===== src/rtl/dtic_pkg.sv =====
`timescale 1ns / 1ps
// ----------------------------------------------------------------------------
// dtic_pkg - shared types and constants of the decimal text checker
// Phase codes, character codes, overflow limits and the records passed
// between the parser, the range judge and the top level.
// ----------------------------------------------------------------------------
package dtic_pkg;

   // Parse phase of the text being checked
   typedef enum logic [2:0] {
      PH_LEAD   = 3'd0,   // leading spaces or tabs
      PH_SIGN   = 3'd1,   // sign seen, digit required
      PH_DIGITS = 3'd2,   // inside the digits
      PH_TRAIL  = 3'd3,   // trailing whitespace
      PH_DONE   = 3'd4    // text ended or rejected
   } phase_type;

   // Character codes
   localparam logic [7:0] CHAR_NUL   = 8'h00;
   localparam logic [7:0] CHAR_TAB   = 8'h09;
   localparam logic [7:0] CHAR_LF    = 8'h0A;
   localparam logic [7:0] CHAR_CR    = 8'h0D;
   localparam logic [7:0] CHAR_SPACE = 8'h20;
   localparam logic [7:0] CHAR_PLUS  = 8'h2B;
   localparam logic [7:0] CHAR_MINUS = 8'h2D;
   localparam logic [7:0] CHAR_ZERO  = 8'h30;
   localparam logic [7:0] CHAR_NINE  = 8'h39;

   // Magnitude limits
   localparam logic [63:0] SIGN_BIT    = 64'h8000_0000_0000_0000;
   localparam logic [63:0] TENTH_LIMIT = 64'd922337203685477580;

   // Configuration register indexes
   localparam logic CSR_LOWER_BOUND = 1'b0;
   localparam logic CSR_UPPER_BOUND = 1'b1;

   // Final parse of one write, handed from parser to judge
   typedef struct packed {
      logic        bad;        // syntax error, overflow or no digit
      logic        negative;
      logic [63:0] magnitude;
   } parse_result_type;

   // Pipeline enables from the top level to the judge
   typedef struct packed {
      logic fin_en;     // final-parse stage may load
      logic fin_load;   // a write ends in this cycle
      logic out_en;     // result register may load
   } stage_ctrl_type;

   // Occupancy of the judge stages back to the top level
   typedef struct packed {
      logic fin_valid;
      logic out_valid;
   } stage_stat_type;

endpackage


===== src/rtl/dtic_parser.sv =====
`timescale 1ns / 1ps
// ----------------------------------------------------------------------------
// dtic_parser - per-byte decimal text parser
// Holds the running parse state of the current write and advances it by one
// byte per request: phase, sign, magnitude (times ten plus digit), overflow
// and syntax flags, and the count of bytes examined.
// ----------------------------------------------------------------------------
module dtic_parser #(
   parameter int MAX_TEXT_BYTES = 63
) (
   input  logic                       clock,
   input  logic                       reset,
   input  logic                       take,          // consume the held request
   input  logic [7:0]                 char_code,
   input  logic                       byte_present,
   input  logic                       end_of_write,
   output dtic_pkg::parse_result_type result          // parse including this byte
);

   localparam int CW = $clog2(MAX_TEXT_BYTES + 1);
   localparam logic [CW-1:0] COUNT_MAX = CW'(MAX_TEXT_BYTES);

   dtic_pkg::phase_type phase_ff, phase_in;
   logic          neg_ff, neg_in;
   logic [63:0]   mag_ff, mag_in;
   logic          ovf_ff, ovf_in;
   logic [CW-1:0] seen_ff, seen_in;
   logic          bad_ff, bad_in;

   logic        examine;
   logic        is_digit, is_blank, is_trail, is_sign, is_nul;
   logic [3:0]  digit_val;
   logic [63:0] limit, mag_x10;
   logic        add_ovf;

   // Classify the byte
   assign is_digit  = (char_code >= dtic_pkg::CHAR_ZERO) && (char_code <= dtic_pkg::CHAR_NINE);
   assign is_blank  = (char_code == dtic_pkg::CHAR_SPACE) || (char_code == dtic_pkg::CHAR_TAB);
   assign is_trail  = is_blank || (char_code == dtic_pkg::CHAR_LF)
                      || (char_code == dtic_pkg::CHAR_CR);
   assign is_sign   = (char_code == dtic_pkg::CHAR_PLUS) || (char_code == dtic_pkg::CHAR_MINUS);
   assign is_nul    = (char_code == dtic_pkg::CHAR_NUL);
   assign examine   = byte_present && (seen_ff < COUNT_MAX);
   assign digit_val = 4'(char_code - dtic_pkg::CHAR_ZERO);

   // Multiply by ten and add the digit, check against the signed limit
   assign limit   = neg_ff ? dtic_pkg::SIGN_BIT : (dtic_pkg::SIGN_BIT - 64'd1);
   assign mag_x10 = (mag_ff << 3) + (mag_ff << 1) + {60'd0, digit_val};
   assign add_ovf = (mag_ff > dtic_pkg::TENTH_LIMIT) || (mag_x10 > limit);

   // Next phase
   always_comb begin
      phase_in = phase_ff;
      if (examine && (phase_ff != dtic_pkg::PH_DONE)) begin
         if (is_nul) begin
            phase_in = dtic_pkg::PH_DONE;
         end else begin
            unique case (phase_ff)
               dtic_pkg::PH_LEAD: begin
                  if (is_blank)      phase_in = dtic_pkg::PH_LEAD;
                  else if (is_sign)  phase_in = dtic_pkg::PH_SIGN;
                  else if (is_digit) phase_in = dtic_pkg::PH_DIGITS;
                  else               phase_in = dtic_pkg::PH_DONE;
               end
               dtic_pkg::PH_SIGN: begin
                  phase_in = is_digit ? dtic_pkg::PH_DIGITS : dtic_pkg::PH_DONE;
               end
               dtic_pkg::PH_DIGITS: begin
                  if (is_digit)      phase_in = dtic_pkg::PH_DIGITS;
                  else if (is_trail) phase_in = dtic_pkg::PH_TRAIL;
                  else               phase_in = dtic_pkg::PH_DONE;
               end
               default: begin
                  phase_in = is_trail ? phase_ff : dtic_pkg::PH_DONE;
               end
            endcase
         end
      end
   end

   // Datapath updates: sign, magnitude, flags, byte count
   always_comb begin
      logic take_digit;
      logic reject;
      neg_in     = neg_ff;
      mag_in     = mag_ff;
      ovf_in     = ovf_ff;
      bad_in     = bad_ff;
      seen_in    = seen_ff;
      take_digit = 1'b0;
      reject     = 1'b0;
      if (examine) begin
         seen_in = seen_ff + CW'(1);
         if (phase_ff != dtic_pkg::PH_DONE) begin
            if (is_nul) begin
               reject = (phase_ff == dtic_pkg::PH_LEAD) || (phase_ff == dtic_pkg::PH_SIGN);
            end else begin
               unique case (phase_ff)
                  dtic_pkg::PH_LEAD: begin
                     take_digit = is_digit;
                     reject     = !is_blank && !is_sign && !is_digit;
                     if (is_sign) neg_in = (char_code == dtic_pkg::CHAR_MINUS);
                  end
                  dtic_pkg::PH_SIGN: begin
                     take_digit = is_digit;
                     reject     = !is_digit;
                  end
                  dtic_pkg::PH_DIGITS: begin
                     take_digit = is_digit;
                     reject     = !is_digit && !is_trail;
                  end
                  default: begin
                     reject = !is_trail;
                  end
               endcase
            end
         end
      end
      if (reject) bad_in = 1'b1;
      // Accumulate the digit unless already overflowed
      if (take_digit && !ovf_ff) begin
         if (add_ovf) ovf_in = 1'b1;
         else         mag_in = mag_x10;
      end
   end

   // Parse as it stands after this byte
   assign result.bad = bad_in || ovf_in || (phase_in == dtic_pkg::PH_LEAD)
                       || (phase_in == dtic_pkg::PH_SIGN);
   assign result.negative  = neg_in;
   assign result.magnitude = mag_in;

   // Hold state; clear it when a write ends
   always_ff @(posedge clock) begin
      if (reset || (take && end_of_write)) begin
         phase_ff <= dtic_pkg::PH_LEAD;
         neg_ff   <= 1'b0;
         mag_ff   <= '0;
         ovf_ff   <= 1'b0;
         seen_ff  <= '0;
         bad_ff   <= 1'b0;
      end else if (take) begin
         phase_ff <= phase_in;
         neg_ff   <= neg_in;
         mag_ff   <= mag_in;
         ovf_ff   <= ovf_in;
         seen_ff  <= seen_in;
         bad_ff   <= bad_in;
      end
   end

endmodule


===== src/rtl/dtic_judge.sv =====
`timescale 1ns / 1ps
// ----------------------------------------------------------------------------
// dtic_judge - range check and result register
// Latches the final parse of a write, forms the signed value, checks it
// against the configured bounds (non-negative only when both are 0) and holds the result until it is taken.
// ----------------------------------------------------------------------------
module dtic_judge (
   input  logic                       clock,
   input  logic                       reset,
   input  logic                       csr_wen,
   input  logic                       csr_index,
   input  logic [63:0]                csr_wdata,
   input  dtic_pkg::stage_ctrl_type   ctrl,
   input  dtic_pkg::parse_result_type parse,
   output dtic_pkg::stage_stat_type   stat,
   output logic                       status,
   output logic [63:0]                parsed_value
);

   logic [63:0] lower_ff, upper_ff;
   logic        fin_valid_ff;
   dtic_pkg::parse_result_type fin_ff;
   logic        out_valid_ff;
   logic        status_ff, status_in;
   logic [63:0] value_ff, value_in, signed_val;
   logic        in_range;

   // Bounds registers
   always_ff @(posedge clock) begin
      if (reset) begin
         lower_ff <= '0;
         upper_ff <= '0;
      end else if (csr_wen) begin
         if (csr_index == dtic_pkg::CSR_LOWER_BOUND) lower_ff <= csr_wdata;
         else                                        upper_ff <= csr_wdata;
      end
   end

   // Final-parse stage
   always_ff @(posedge clock) begin
      if (reset) begin
         fin_valid_ff <= 1'b0;
      end else if (ctrl.fin_en) begin
         fin_valid_ff <= ctrl.fin_load;
      end
   end

   always_ff @(posedge clock) begin
      if (ctrl.fin_en && ctrl.fin_load) begin
         fin_ff <= parse;
      end
   end

   // Signed value and bounds check
   assign signed_val = fin_ff.negative ? (64'd0 - fin_ff.magnitude) : fin_ff.magnitude;

   always_comb begin
      if ((lower_ff == 64'd0) && (upper_ff == 64'd0)) begin
         in_range = !signed_val[63];
      end else begin
         in_range = ($signed(signed_val) >= $signed(lower_ff))
                    && ($signed(signed_val) <= $signed(upper_ff));
      end
      status_in = fin_ff.bad || !in_range;
      value_in  = status_in ? 64'd0 : signed_val;
   end

   // Result register
   always_ff @(posedge clock) begin
      if (reset) begin
         out_valid_ff <= 1'b0;
      end else if (ctrl.out_en) begin
         out_valid_ff <= fin_valid_ff;
      end
   end

   always_ff @(posedge clock) begin
      if (ctrl.out_en && fin_valid_ff) begin
         status_ff <= status_in;
         value_ff  <= value_in;
      end
   end

   assign stat.fin_valid = fin_valid_ff;
   assign stat.out_valid = out_valid_ff;
   assign status         = status_ff;
   assign parsed_value   = value_ff;

endmodule


===== src/rtl/decimal_text_to_integer_checker_core.sv =====
`timescale 1ns / 1ps
// ----------------------------------------------------------------------------
// decimal_text_to_integer_checker_core - signed decimal text checker
// Parses the bytes of one text write as a signed 64-bit decimal number and
// reports, on the write's last request, whether it is valid and in range.
// ----------------------------------------------------------------------------
// The block takes one request per clock cycle while req_tready is high, each
// carrying at most one byte of text, and keeps a running parse of the write.
// On the request with req_tlast set it presents one result, which passes from
// the request register through the final-parse register to the result
// register. rsp_tuser is 0 when the text is a well-formed number that fits
// 64-bit signed and lies in the configured range (any non-negative value when
// both bounds are 0), and rsp_tdata then holds the value; otherwise
// rsp_tuser is 1 and rsp_tdata is 0. The sustained rate is one request per
// cycle, set by the per-byte multiply-by-ten-and-add of the magnitude, while
// requests are not stalled. A stalled result reaches the input only when a
// request that ends a write finds the final-parse and result registers both
// full; that request then waits in the request register. Write the bounds
// only while no write is in progress and no result is pending.
// ----------------------------------------------------------------------------
module decimal_text_to_integer_checker_core #(
   parameter int MAX_TEXT_BYTES = 63
) (
   input  logic        clock,
   input  logic        reset,
   // request channel
   input  logic        req_tvalid,
   output logic        req_tready,
   input  logic [7:0]  req_tdata,    // [7:0] char_code
   input  logic        req_tuser,    // [0] byte_present
   input  logic        req_tlast,    // end_of_write
   // result channel
   output logic        rsp_tvalid,
   input  logic        rsp_tready,
   output logic [63:0] rsp_tdata,    // [63:0] parsed_value
   output logic        rsp_tuser,    // [0] status
   // configuration port
   input  logic        csr_wen,
   input  logic        csr_index,
   input  logic [63:0] csr_wdata
);

   logic        in_valid_ff;
   logic [7:0]  in_char_ff;
   logic        in_present_ff;
   logic        in_end_ff;
   logic        consume;
   logic        in_en;

   dtic_pkg::stage_ctrl_type   ctrl;
   dtic_pkg::stage_stat_type   stat;
   dtic_pkg::parse_result_type parse;

   // Stage enables: each stage loads when empty or when drained downstream
   assign ctrl.out_en   = !stat.out_valid || rsp_tready;
   assign ctrl.fin_en   = !stat.fin_valid || ctrl.out_en;
   assign consume       = in_valid_ff && (!in_end_ff || ctrl.fin_en);
   assign ctrl.fin_load = consume && in_end_ff;
   assign in_en         = !in_valid_ff || consume;
   assign req_tready    = in_en;

   // Request register
   always_ff @(posedge clock) begin
      if (reset) begin
         in_valid_ff <= 1'b0;
      end else if (in_en) begin
         in_valid_ff <= req_tvalid;
      end
   end

   always_ff @(posedge clock) begin
      if (in_en && req_tvalid) begin
         in_char_ff    <= req_tdata;
         in_present_ff <= req_tuser;
         in_end_ff     <= req_tlast;
      end
   end

   dtic_parser #(
      .MAX_TEXT_BYTES (MAX_TEXT_BYTES)
   ) u_parser (
      .clock        (clock),
      .reset        (reset),
      .take         (consume),
      .char_code    (in_char_ff),
      .byte_present (in_present_ff),
      .end_of_write (in_end_ff),
      .result       (parse)
   );

   dtic_judge u_judge (
      .clock        (clock),
      .reset        (reset),
      .csr_wen      (csr_wen),
      .csr_index    (csr_index),
      .csr_wdata    (csr_wdata),
      .ctrl         (ctrl),
      .parse        (parse),
      .stat         (stat),
      .status       (rsp_tuser),
      .parsed_value (rsp_tdata)
   );

   assign rsp_tvalid = stat.out_valid;

endmodule


===== config.mk =====
export PLATFORM = sky130hd
export DESIGN_NAME = decimal_text_to_integer_checker_core
export DESIGN_NICKNAME = d
export VERILOG_FILES = /design/src/rtl/dtic_pkg.sv /design/src/rtl/dtic_parser.sv /design/src/rtl/dtic_judge.sv /design/src/rtl/decimal_text_to_integer_checker_core.sv
export SDC_FILE = /design/constraint.sdc
export NUM_CORES = 1
export LEC_CHECK = 0
export ABC_AREA = 0
export BUFFER_PORTS_ARGS = -buffer_cell sky130_fd_sc_hd__buf_2
export CORE_MARGIN = 10
export CORE_UTILIZATION = 28
export DETAILED_ROUTE_END_ITERATION = 8
export PLACE_DENSITY = 0.44
export RECOVER_POWER = 100
export SETUP_SLACK_MARGIN = 0.4
export SLEW_MARGIN = 20
export SYNTH_ARGS = -nofsm -noshare
export SYNTH_HDL_FRONTEND = slang
export SYNTH_HIERARCHICAL = 1
export SYNTH_SLANG_ARGS = --single-unit

===== constraint.sdc =====
create_clock -name clock -period 8.8 [get_ports clock]
set_input_delay 2.64 -clock clock [delete_from_list [all_inputs] [get_ports clock]]
set_output_delay 2.64 -clock clock [all_outputs]
set_load 0.005 [all_outputs]

* After elaboration in Yosys (flattened, before gate mapping)
Cells that the tools add are included.
** Word-level totals
- Register bits after elaboration :: 348
- Output and inout port bits :: 67
** Cells by class
- Add/subtract/negate cells :: 5
- $lt $le $gt $ge :: 7
- Equality and inequality tests :: 10
- Mux-type cells :: 30
- Bitwise logic cells :: 1
- Reduce and logical (&&, ||, !) cells :: 49
** Operator list (number)
- two-way mux 64 bit :: 4
- logical NOT 64 bit :: 2
- adder 64 x 4 -> 64 bit :: 1
- adder 64 bit :: 1
- greater-or-equal comparator 64 bit :: 1
- greater-than comparator 64 x 60 -> 1 bit (second input constant) :: 1
- greater-than comparator 64 bit :: 1
- <= comparator 64 bit :: 1
- subtractor 1 x 64 -> 64 bit (first input constant) :: 1
- == test 8 x 4 -> 1 bit (second input constant) :: 3
- == test 8 x 6 -> 1 bit (second input constant) :: 3
- two-way mux 3 bit :: 8
- two-way mux 1 bit :: 16
- logical OR 1 bit :: 15
- logical AND 1 bit :: 14
- logical NOT 1 bit :: 11
- one-hot mux 3 bit (3 select lines) :: 1
- greater-or-equal comparator 8 x 6 -> 1 bit (second input constant) :: 1
- <= comparator 8 x 6 -> 1 bit (second input constant) :: 1
- logical NOT 8 bit :: 1
- adder 6 x 1 -> 6 bit (second input constant) :: 1
- == test 3 x 1 -> 1 bit (second input constant) :: 2
- logical NOT 3 bit :: 2
- less-than comparator 6 bit (second input constant) :: 1
- other kinds (7) :: 9

* Depth between registers and ports, before layout
Gate-level depths: netlist of the first run.
- Depth after elaboration :: 14
- Depth in mapped cells :: 25
- Mapped depth without buffers :: 23

* Hierarchy
The synthesis of the first run kept the hierarchy.
** By module, submodules not included
- dtic_judge :: instances 1, cells an instance 1483, area an instance 14164.8 um2, seq. area each 6536.3 um2
- dtic_parser :: instances 1, cells an instance 1391, area an instance 10411.2 um2, seq. area each 1521.5 um2
- decimal_text_to_integer_checker_core :: instances 1, cells an instance 21, area an instance 382.9 um2, seq. area each 320.3 um2

* Least setup slack after synthesis of the first run
No wires, ideal clock.
- Kind :: input port to output port
- Start :: input port rsp_tready
- End :: output port req_tready
- Arrival :: 2.977 ns
- Setup slack :: 3.183 ns
- Stages :: 2
- Path through :: and3b_2 > nand3_1
** Between the ends
- Cells in the longest elaborated chain, start to end :: 5
** RTL lines
- from (decl) :: RTL line decimal_text_to_integer_checker_core.sv:34 : input logic rsp_tready,
- logical OR 1 bit :: RTL line decimal_text_to_integer_checker_core.sv:55 : assign ctrl.out_en = !stat.out_valid || rsp_tready;
- logical OR 1 bit :: RTL line decimal_text_to_integer_checker_core.sv:56 : assign ctrl.fin_en = !stat.fin_valid || ctrl.out_en;
- logical OR 1 bit :: RTL line decimal_text_to_integer_checker_core.sv:57 : assign consume = in_valid_ff && (!in_end_ff || ctrl.fin_en);
- logical AND 1 bit :: RTL line decimal_text_to_integer_checker_core.sv:57
- logical OR 1 bit :: RTL line decimal_text_to_integer_checker_core.sv:59 : assign in_en = !in_valid_ff || consume;
- to (decl) :: RTL line decimal_text_to_integer_checker_core.sv:28 : output logic req_tready,
Every way passes these cells.

* Worst setup path in the final report of the first run
- Start :: register u_judge/fin_ff[7] (netlist bit)
- End :: register u_judge.value_ff[5] (netlist: u_judge/parsed_value[5]), data pin
** Between the ends
- Cells in the longest elaborated chain, start to end :: 7
- Elaborated cells on any way between the ends :: 9
- Classes of those cells :: 1 x add/sub; 2 x order compare; 2 x mux; 4 x reduce/logical
** RTL lines
- from (decl) :: RTL line dtic_judge.sv:22 : dtic_pkg::parse_result_type fin_ff;
- from (signal assigned) :: RTL line dtic_judge.sv:50 : fin_ff <= parse;
- subtractor 1 x 64 -> 64 bit (*) :: RTL line dtic_judge.sv:55 : assign signed_val = fin_ff.negative ? (64'd0 - fin_ff.magnitude) : fin_ff.magnitude;
- two-way mux 64 bit (*) :: RTL line dtic_judge.sv:55
- named net u_judge.signed_val[61] :: RTL line dtic_judge.sv:25 : logic [63:0] value_ff, value_in, signed_val;
- greater-or-equal comparator 64 bit / <= comparator 64 bit (equally long branches) :: RTL line dtic_judge.sv:61, dtic_judge.sv:62
- logical AND 1 bit (*) :: RTL line dtic_judge.sv:62 : && ($signed(signed_val) <= $signed(upper_ff));
- two-way mux 1 bit (*) :: RTL line dtic_judge.sv:58 : if ((lower_ff == 64'd0) && (upper_ff == 64'd0)) begin
- logical NOT 1 bit (*) :: RTL line dtic_judge.sv:64 : status_in = fin_ff.bad || !in_range;
- logical OR 1 bit (*) :: RTL line dtic_judge.sv:64
- to (signal assigned) :: RTL line dtic_judge.sv:80 : value_ff <= value_in;
- to (decl) :: RTL line dtic_judge.sv:25
Mark *: on every way through the listed nets, which the timed path passes. The rest lies on a longest branch.
A chain may end at the register's enable or synchronous reset.

==> results.py, run 1 <==
metrics = {
    "pwr": {
        "p_per_area_mw_per_mm2": 147.5,
        "power_leakage_nw": 10.93,
        "peakVddDrop_v": 0.0001440,
    },
    "synthesis": {
        "synth_ff_type": "dfxtp_1",
        "syn_area_per_cell_sq_um": 8.621,
        "syn_nets": 3293,
        "synth_area_leader_cell": "edfxtp_1",
        "netlist_instances": 2895,
        "synth_top_area_share_pct": 16.96,
        "ys_async_sr_fraction_pct": 0,
        "synth_warnings": 6,
        "yosysMostFrequentCell": "nand2_1",
        "yosys-top-cells-count": "nand2_1, a21oi_1, ha_1",
        "ys_types": 99,
        "synth_area_sq_mm": 0.02496,
        "yosysSeqAreaShare_pct": 33.57,
        "synth_edf_count": 141,
        "ys_top_cells_by_area": "edfxtp_1, dfxtp_1, ha_1",
        "synth_seq_cells": 348,
    },
    "clock_tree": {
        "root_buffer": "clkbuf_16",
        "htree_levels": 2,
        "clock_latency_ns": 0.60,
        "numCtsBuffers": 46,
        "postCtsSetupBuffers": 0,
        "cts_hold_buffers": 0,
        "cts_tree": "yes",
        "ctsResizeCount": 0,
        "clockBufferDepth": 3,
        "cts_sinks": 348,
        "cts.clk_slew.worst_paths_ns": 0.06,
    },
    "layout": {
        "drive_gt1_share_pct": 8.375,
        "fin_cells": 4188,
        "nets": 3382,
        "syn_to_final_growth_pct": 11.59,
        "num-fill-cells": 9469,
        "final_cell_area_sq_mm": 0.02785,
    },
    "global_route": {
        "grt_max_degree": 78,
        "antenna_found_initial": 1,
        "grt_pass1_vias": 20790,
        "grt_usage_pct": 15.93,
        "grt_pass1_wl_um": 129100,
        "gr-total-overflow": 0,
    },
    "drt": {
        "vias_per_cell": 5.058,
        "wirelength_um": 84410,
        "drtIter0Drc": 1406,
        "dr.pass1.iters": 6,
        "drtAntennaViolNets": 0,
        "post_drt_wl_per_cell_um": 20.15,
        "vias": 21180,
        "drc": 0,
    },
    "critical_path": {
        "critPathArrivalTime_ns": 8.13,
        "reg2reg_depth": 16,
        "cp-end-kind": "flip-flop",
        "worstSetupStartpointType": "flip-flop",
        "critPathMaxFanout": 40,
        "critPathKind": "flip-flop to flip-flop",
        "required_ns": 9.20,
    },
    "timing": {
        "tns_ns": 0,
        "worst_pin_slew_ns": 4.333,
        "setup_violations": 0,
        "rsz0062_at_grt": "false",
        "slew_violations": 333,
        "slew-limit-headroom_pct": -188.8,
        "fin_crit_sh_pct": 87.85,
        "fin_worst_skew_ns": 0.02429,
        "finalHoldViolations": 0,
        "fmax_ghz": 0.1294,
        "period_needed_ns": 7.731,
    },
    "status": {
        "status": "finished with violations",
        "violations": "capacitance limit, slew limit",
    },
    "min_path": {
        "min_delay_path_depth": 2,
        "hold_class": "flip-flop to flip-flop",
    },
    "floorplanning": {
        "die_area_sq_mm": 0.1015,
        "placementRows": 109,
        "io-pin-count": 147,
        "die_w_um": 318.6,
        "die_y_um": 318.6,
        "start_util_pct": 28.24,
        "core_area_sq_mm": 0.08837,
    },
    "placed_design": {
        "port-buffer-count": 146,
        "place_area_sq_mm": 0.02671,
        "gp_congestion": 0.8588,
        "dp_hpwl_um": 64020,
        "numPlacedInstances": 4101,
    },
    "flow_run": {
        "cap_violations": 5,
    },
}
## power breakdown
group | internal, mW | leakage [nW] | switching, mW | total (mW)
Sequential | 1.72 | 3.06 | 0.0449 | 1.77
Clock | 1.18 | 0.764 | 0.776 | 1.95
Combinational | 0.133 | 7.12 | 0.253 | 0.386
## worst paths after layout
check | start | end | slack [ns]
max | u_judge/fin_ff[7]$_DFFE_PP_ | u_judge/parsed_value[5]$_SDFFCE_PP0P_ | 1.07
min | u_parser/bad_ff$_SDFFE_PP0P_ | u_parser/bad_ff$_SDFFE_PP0P_ | 0.47
max reg2reg | u_judge/fin_ff[7]$_DFFE_PP_ | u_judge/parsed_value[5]$_SDFFCE_PP0P_ | 1.07
min reg2reg | u_parser/bad_ff$_SDFFE_PP0P_ | u_parser/bad_ff$_SDFFE_PP0P_ | 0.47
## critical path, cell delays in order, from the launching register on
cell	delay [ns]
edfxtp_1	0.53
nor4_1	0.58
nand4_1	0.36
nor3_1	0.85
nand3_1	0.59
o41ai_1	0.53
xnor2_1	0.23
ha_1	0.35
nand4_1	0.21
nor4_1	0.75
nand4_1	0.45
nor4_1	0.69
nor2_1	0.07
and4_1	0.21
a211o_4	0.45
buf_4	0.34
nor3b_1	0.32
## cells by family after synthesis
group	Yosys count	share of synthesized area, %
fa+ha+maj	318	16.00
mux	49	2.181
buf+inv	297	5.188
xor+xnor	119	4.176
simple gates	1051	21.28
flops	348	33.57
compound gates	713	17.61
## through the flow
stage          worst slack [ns]  hold WS, ns  total power [mW]  utilization (%)
4_1_cts                   1.208       0.4732             4.191            31.99
6_report                  1.069       0.4710             4.108            31.52
5_1_grt                  0.4470       0.4970             4.273            31.51
3_3_place_gp              1.269       0.4540             2.207            30.23
3_5_place_dp              1.240       0.4576             2.207            30.23
2_1_floorplan             3.183       0.4382             2.062                -
## placed cells by master, fill, tap and decap left out, types with 28 or more instances in the layout
cell type / n
nand2_1: 544
a21oi_1: 357
ha_1: 316
dfxtp_1: 206
inv_1: 174
edfxtp_1: 141
nor2_1: 111
o21ai_0: 102
xnor2_1: 97
buf_2: 84
clkbuf_1: 80
nand4_1: 74
nor3b_1: 63
nand3_1: 59
nor4_1: 48
clkbuf_16: 47
a21o_1: 43
mux2_2: 39
nor3_1: 33
o211ai_1: 28
## registers in the layout, summed over array words and instances, names as in the netlist
| signal | count |
|---|---|
| u_judge/upper_ff | 64 |
| u_parser/ovf_ff | 1 |
| u_judge/fin_valid_ff | 1 |
| u_parser/seen_ff | 6 |
| u_parser/neg_ff | 1 |
| in_end_ff | 1 |
| u_judge/status | 1 |
| in_present_ff | 1 |
| u_judge/parsed_value | 64 |
| in_valid_ff | 1 |
| u_judge/fin_ff | 66 |
| u_judge/out_valid_ff | 1 |
| u_parser/phase_ff | 3 |
| u_parser/mag_ff | 64 |
| u_judge/lower_ff | 64 |
| in_char_ff | 8 |
| u_parser/bad_ff | 1 |
## per-layer routing
layer / track usage [%] / part of all wire (%)
met1: 22.42 / 50
met2: 25.42 / 45
met3: 2.199 / 3.9
met4: 3.594 / 1.8
met5: 0 / 0
## cell type report
type	instances	area [sq um]	share of cell area (%)
inverter	174	653.1	2.345
clock inverter	20	255.2	0.9164
timing repair buffer	164	775.7	2.785
antenna	2	5.005	0.01797
tap	1165	1458	5.234
multi-input combinational	2250	15030	53.96
sequential	348	8379	30.09
clock buffer	65	1297	4.659
Power figures use the tool's default switching activity.
==> inputs of run 2 (changes only) <==
--- a/config.mk
+++ b/config.mk
@@ -16,5 +16,4 @@
 export SLEW_MARGIN = 20
 export SYNTH_ARGS = -nofsm -noshare
 export SYNTH_HDL_FRONTEND = slang
-export SYNTH_HIERARCHICAL = 1
 export SYNTH_SLANG_ARGS = --single-unit
==> run 2 against run 1 <==
Compared with the run above: the run still ends with capacitance limit, slew limit left; core utilization grew 0.40 points; first-iteration DRC count up 7.1%; non-clock buffer count increased by 4; clock power is 9% lower; worst setup slack got worse by 0.27 ns; largest power group unchanged.
==> results.py, run 2 <==
metrics = {
    "floorplanning": {
        "placementRows": 107,
        "io-pin-count": 147,
        "core_area_sq_mm": 0.08515,
        "die_y_um": 313.1,
        "start_util_pct": 28.25,
        "die_w_um": 313.1,
        "die_area_sq_mm": 0.09803,
    },
    "synthesis": {
        "synth_ff_type": "dfxtp_1",
        "ys_async_sr_fraction_pct": 0,
        "synth_top_family_by_area": "simple AND/OR/NAND/NOR gates",
        "synth-xor-area-share_pct": 4.583,
        "synth_seq_cells": 348,
        "synth-compound-area-share_pct": 17.23,
        "synth_simple_gate_area_share_pct": 18.35,
        "yosys-top-cells-count": "nand2_1, ha_1, a21oi_1",
        "synth_warnings": 0,
        "muxShareOfSynthArea_pct": 2.918,
        "netlist_instances": 2806,
        "synth_area_leader_cell": "edfxtp_1",
        "yosysMostFrequentCell": "nand2_1",
        "synth_area_sq_mm": 0.02405,
        "syn_area_per_cell_sq_um": 8.572,
        "ys_types": 77,
        "synthAdderAreaFrac_pct": 16.60,
        "synth_top_area_share_pct": 17.60,
        "synth_edf_count": 141,
        "syn_nets": 3204,
        "yosysSeqAreaShare_pct": 34.83,
        "ys_top_cells_by_area": "edfxtp_1, dfxtp_1, ha_1",
    },
    "drt": {
        "wirelength_um": 82000,
        "drtIter0Drc": 1506,
        "vias_per_cell": 5.076,
        "vias": 20680,
        "post_drt_wl_per_cell_um": 20.13,
        "drc": 0,
        "dr.pass1.iters": 5,
        "drtAntennaViolNets": 0,
    },
    "clock_tree": {
        "clock_latency_ns": 0.56,
        "ctsResizeCount": 0,
        "htree_levels": 2,
        "cts_tree": "yes",
        "clockBufferDepth": 3,
        "cts_sinks": 348,
        "numCtsBuffers": 40,
        "postCtsSetupBuffers": 0,
        "root_buffer": "clkbuf_16",
        "cts.clk_slew.worst_paths_ns": 0.07,
        "cts_hold_buffers": 0,
    },
    "critical_path": {
        "critPathKind": "flip-flop to flip-flop",
        "cp-startpoint": "in_char_ff[3]$_DFFE_PP_",
        "max_stage_delay_ns": 1.07,
        "critPathBufInv": 3,
        "cp-end-kind": "flip-flop",
        "critPathArrivalTime_ns": 8.44,
        "critPathMaxFanout": 59,
        "r2r-start": "in_char_ff[3]$_DFFE_PP_",
        "worstSetupStartpointType": "flip-flop",
        "crit_family": "compound AO/OA/AOI/OAI gates",
        "required_ns": 9.24,
        "crit_slowest_cell": "clkbuf_2",
    },
    "pwr": {
        "p_per_area_mw_per_mm2": 143.7,
        "power_leakage_nw": 11.63,
        "peakVddDrop_v": 0.0001149,
    },
    "min_path": {
        "min_from": "u_judge.lower_ff[2]$_SDFFE_PP0P_",
        "hold_class": "flip-flop to flip-flop",
    },
    "global_route": {
        "antenna_found_initial": 0,
        "grt_usage_pct": 16.16,
        "grt_pass1_vias": 20540,
        "grt_max_degree": 108,
        "gr-total-overflow": 0,
        "grt_pass1_wl_um": 125600,
    },
    "layout": {
        "largest_register": "u_judge.fin_ff",
        "multi_input_area_sq_mm": 0.01436,
        "final_common_cell": "nand2_1",
        "nets": 3298,
        "layout_common_cells": "nand2_1, ha_1, a21oi_1",
        "drive_gt1_share_pct": 7.611,
        "syn_to_final_growth_pct": 12.97,
        "largest_reg_flops": 66,
        "num_antenna_cells": 0,
        "num-fill-cells": 9031,
        "regArea_sq_mm": 0.008379,
        "final_core_util_pct": 31.92,
    },
    "timing": {
        "slew_violations": 297,
        "rsz0062_at_grt": "false",
        "fin_hold_ws_ns": 0.4728,
        "tns_ns": 0,
        "finalHoldViolations": 0,
        "fin_worst_skew_ns": 0.02425,
        "fin_crit_sh_pct": 90.87,
        "period_needed_ns": 7.996,
        "fmax_ghz": 0.1251,
        "setup_violations": 0,
        "worst_pin_slew_ns": 3.647,
        "slew-limit-headroom_pct": -143.2,
    },
    "status": {
        "violations": "capacitance limit, slew limit",
        "status": "finished with violations",
    },
    "placed_design": {
        "port-buffer-count": 146,
        "gp_congestion": 0.8929,
        "dp_hpwl_um": 64330,
    },
    "flow_run": {
        "cap_violations": 5,
    },
}
==> run 2: changes by cell type after synthesis, sizes merged, moves of 21 or more <==
| cell | change |
|---|---|
| nand2 | -107 |
| a21o | +72 |
| nor3b | -64 |
| xor2 | +59 |
| a21oi | -53 |
| xnor2 | -53 |
| nor2 | +51 |
| inv | +48 |
| buf | -21 |
==> run 2: kinds of logic (layout without fill, tap and decap cells) <==
| kind of cell | Yosys count | in the layout |
|---|---|---|
| compound gates | 673 | 673 |
| xor+xnor | 125 | 125 |
| fa+ha+maj | 318 | 318 |
| buf+inv | 338 | 462 |
| flops | 348 | 348 |
| mux | 63 | 63 |
| simple gates | 941 | 941 |
==> run 2: final timing paths <==
path / cells past startpoint / slack (ns) / end
setup / recovery: 25 / 0.80 / u_parser.mag_ff[52]$_SDFFE_PP0P_
hold / removal: 2 / 0.47 / u_judge.lower_ff[2]$_SDFFE_PP0P_
setup reg to reg: 25 / 0.80 / u_parser.mag_ff[52]$_SDFFE_PP0P_
hold reg to reg: 2 / 0.47 / u_judge.lower_ff[2]$_SDFFE_PP0P_
==> run 2: routing by layer <==
layer	vias to the layer above	share of wire (%)	routed length (um)	GRT usage (%)
met4	0	2.8	2287	4.569
met2	389	46	38080	27.05
li1	10220	-	-	-
met3	95	3.5	2830	1.889
met1	9975	47	38810	21.67
met5	-	0	0	0
==> run 2: power breakdown <==
group	switching, mW	internal, mW
Sequential	0.0413	1.72
Combinational	0.229	0.129
Clock	0.726	1.06
==> run 2: stage by stage <==
step           total power [mW]  area (sq um)  setup WS (ns)  std cells
2_1_floorplan             2.010         24050          2.106       2806
6_report                  3.905         27170         0.8038       4074
4_1_cts                   3.958         27330         0.9392       4074
5_1_grt                   4.063         27170         0.3619       4074
3_5_place_dp              2.159         25950         0.9811       4002
3_3_place_gp              2.151         25950          1.021       4002
==> run 2: tightest hold or removal path, cell delays in order, from the launching register on <==
cell and delay [ns]:
dfxtp_1 0.32, nand2_1 0.05, a21oi_1 0.05
==> run 2: layout make-up <==
cell class                 instances  share of cell area [%]
timing repair buffer             168                   2.915
tap                             1144                   5.267
multi-input combinational       2120                   52.83
sequential                       348                   30.83
clock buffer                      46                   3.960
clock inverter                    26                   1.123
inverter                         222                   3.066
==> inputs of run 3 (changes only) <==
--- a/config.mk
+++ b/config.mk
@@ -7,12 +7,12 @@
 export LEC_CHECK = 0
 export ABC_AREA = 0
 export BUFFER_PORTS_ARGS = -buffer_cell sky130_fd_sc_hd__buf_2
+export CORE_ASPECT_RATIO = 0.7
 export CORE_MARGIN = 10
-export CORE_UTILIZATION = 28
+export CORE_UTILIZATION = 50
 export DETAILED_ROUTE_END_ITERATION = 8
-export PLACE_DENSITY = 0.44
+export PLACE_DENSITY = 0.69
 export RECOVER_POWER = 100
-export SETUP_SLACK_MARGIN = 0.4
 export SLEW_MARGIN = 20
 export SYNTH_ARGS = -nofsm -noshare
 export SYNTH_HDL_FRONTEND = slang
==> run 3 against run 2 <==
Compared with the run above: the flow still finishes with violations (capacitance limit, slew limit); non-clock buffer count is 1 higher; core utilization is 23 points higher; global-route usage rose by 9.1 points; via count increased by 3.7%; maximum frequency down 1.5%; combinational power about the same; total power decreased by 4.3%; clock skew shrank 0.0040 ns; die area fell by 41%; critical path type unchanged; critical endpoint is now u_judge.parsed_value[17]$_SDFFCE_PP0P_; largest cell class unchanged; highest routed layer unchanged.
==> results.py, run 3 (synthesis results as in run 2) <==
metrics = {
    "pwr": {
        "peakVddDrop_v": 0.0001282,
        "p_per_area_mw_per_mm2": 141.5,
        "power_leakage_nw": 11.57,
        "power_mw": 3.736,
    },
    "layout": {
        "regArea_sq_mm": 0.008379,
        "final_core_util_pct": 55.34,
        "final_common_cell": "nand2_1",
        "largest_reg_flops": 66,
        "largest_register": "u_judge.fin_ff",
        "syn_to_final_growth_pct": 9.742,
        "num_antenna_cells": 0,
        "drive_gt1_share_pct": 8.274,
        "multi_input_area_sq_mm": 0.01438,
        "layout_common_cells": "nand2_1, ha_1, a21oi_1",
        "nets": 3295,
        "num-fill-cells": 4348,
        "fin_cells": 3546,
    },
    "placed_design": {
        "dp_hpwl_um": 58790,
        "numPlacedInstances": 3480,
        "gp_congestion": 0.9820,
        "port-buffer-count": 146,
    },
    "timing": {
        "period_needed_ns": 8.121,
        "slew-limit-headroom_pct": -171.5,
        "slew_violations": 353,
        "worst_pin_slew_ns": 4.073,
        "fmax_ghz": 0.1231,
        "setup_violations": 0,
        "finalHoldViolations": 0,
        "fin_worst_skew_ns": 0.02022,
        "tns_ns": 0,
        "rsz0062_at_grt": "false",
        "fin_crit_sh_pct": 92.29,
    },
    "critical_path": {
        "critPathBufInv": 3,
        "r2r-end": "u_judge.parsed_value[17]$_SDFFCE_PP0P_",
        "critPathArrivalTime_ns": 8.38,
        "crit_chain": "or4_1 -> nor4_2 -> nand3_1 -> or3_4 -> nand3b_2 -> or4_4 -> o31ai_4 -> xor2_1 -> inv_1 -> ha_1 -> nand4_1 -> nor4_1 -> inv_1 -> nor4_1 -> nand4_1 -> o211a_1 -> a21oi_1 -> or4b_2 -> a2bb2oi_4 -> buf_4 -> nor2_1",
        "crit_family": "simple AND/OR/NAND/NOR gates",
        "cp-end-kind": "flip-flop",
        "reg2reg_depth": 21,
        "crit_slowest_cell": "nor4_1",
        "r2r-start": "u_judge.fin_ff[16]$_DFFE_PP_",
        "critPathMaxFanout": 33,
        "max_stage_delay_ns": 0.73,
        "reg2reg_slack_ns": 0.68,
        "worstSetupStartpointType": "flip-flop",
        "cp-startpoint": "u_judge.fin_ff[16]$_DFFE_PP_",
        "critPathKind": "flip-flop to flip-flop",
        "required_ns": 9.06,
    },
    "drt": {
        "vias": 21440,
        "vias_per_cell": 6.046,
        "drtAntennaViolNets": 0,
        "wirelength_um": 75400,
        "post_drt_wl_per_cell_um": 21.26,
        "drtIter0Drc": 2062,
        "drc": 0,
        "dr.pass1.iters": 8,
    },
    "min_path": {
        "hold_end": "u_judge.lower_ff[19]$_SDFFE_PP0P_",
        "min_from": "u_judge.lower_ff[19]$_SDFFE_PP0P_",
        "hold_class": "flip-flop to flip-flop",
        "min_delay_path_depth": 2,
    },
    "floorplanning": {
        "die_y_um": 203.5,
        "die_area_sq_mm": 0.05742,
        "placementRows": 67,
        "start_util_pct": 50.43,
        "io-pin-count": 147,
        "core_area_sq_mm": 0.04770,
        "die_w_um": 282.2,
    },
    "clock_tree": {
        "cts_tree": "yes",
        "ctsResizeCount": 0,
        "clock_latency_ns": 0.54,
        "cts_hold_buffers": 0,
        "htree_levels": 2,
        "clockBufferDepth": 3,
        "cts_sinks": 348,
        "postCtsSetupBuffers": 0,
        "numCtsBuffers": 36,
        "cts.clk_slew.worst_paths_ns": 0.06,
        "root_buffer": "clkbuf_16",
    },
    "global_route": {
        "grt_max_degree": 75,
        "antenna_found_initial": 1,
        "grt_usage_pct": 25.31,
        "grt_pass1_vias": 20380,
        "grt_pass1_wl_um": 116300,
        "gr-total-overflow": 0,
    },
    "status": {
        "violations": "capacitance limit, slew limit",
        "status": "finished with violations",
    },
    "flow_run": {
        "cap_violations": 6,
    },
}
[run 3: worst register-to-register path: stages (launching register included)]
cell and delay [ns]:
edfxtp_1 0.46, or4_1 0.61, nor4_2 0.38, nand3_1 0.26
or3_4 0.43, nand3b_2 0.36, or4_4 0.60, o31ai_4 0.24
xor2_1 0.50, inv_1 0.15, ha_1 0.41, nand4_1 0.17
nor4_1 0.73, inv_1 0.13, nor4_1 0.39, nand4_1 0.18
o211a_1 0.26, a21oi_1 0.12, or4b_2 0.19, a2bb2oi_4 0.65
buf_4 0.51, nor2_1 0.15
[run 3: how the worst max path moves through the flow]
stage,end,slack (ns),cells after the start
after floorplan,u_judge.fin_ff[24]$_DFFE_PP_,2.11,24
after global placement,u_judge.parsed_value[19]$_SDFFCE_PP0P_,1.15,21
after detailed placement,u_judge.parsed_value[17]$_SDFFCE_PP0P_,0.96,21
after CTS,u_judge.parsed_value[17]$_SDFFCE_PP0P_,0.93,21
after global routing,u_parser.mag_ff[31]$_SDFFE_PP0P_,0.23,24
final,u_judge.parsed_value[17]$_SDFFCE_PP0P_,0.68,21
[run 3: layer usage]
metal  wire length, um  share of wire (%)  global-route usage, %  vias up
li1                  -                  -                      -    10200
met1             35330                 47                  37.38    10290
met2             32290                 43                  38.55      849
met3              6600                8.8                  4.248       98
met4              1177                1.6                  4.322        0
met5                 0                  0                      0        -
[run 3: stage by stage]
step | area, sq um | hold WS (ns) | setup slack [ns]
after detailed placement | 25280 | 0.4619 | 0.9550
after global placement | 25280 | 0.4596 | 1.148
after floorplan | 24050 | 0.4490 | 2.106
after CTS | 26510 | 0.4706 | 0.9302
final | 26400 | 0.4670 | 0.6789
after global routing | 26400 | 0.4933 | 0.2291
[run 3: cell type report]
cell class	instances	area share (%)
Clock inverter	18	0.7963
Inverter	222	3.157
Multi-Input combinational cell	2120	54.49
Tap cell	621	2.943
Clock buffer	48	3.853
Sequential cell	348	31.74
Timing Repair Buffer	169	3.019
[run 3: power by group]
| group | total (mW) | internal [mW] | switching [mW] |
|---|---|---|---|
| clock network | 1.61 | 0.938 | 0.676 |
| registers | 1.76 | 1.72 | 0.0409 |
| logic | 0.361 | 0.129 | 0.231 |
| total | 3.74 | 2.79 | 0.948 |
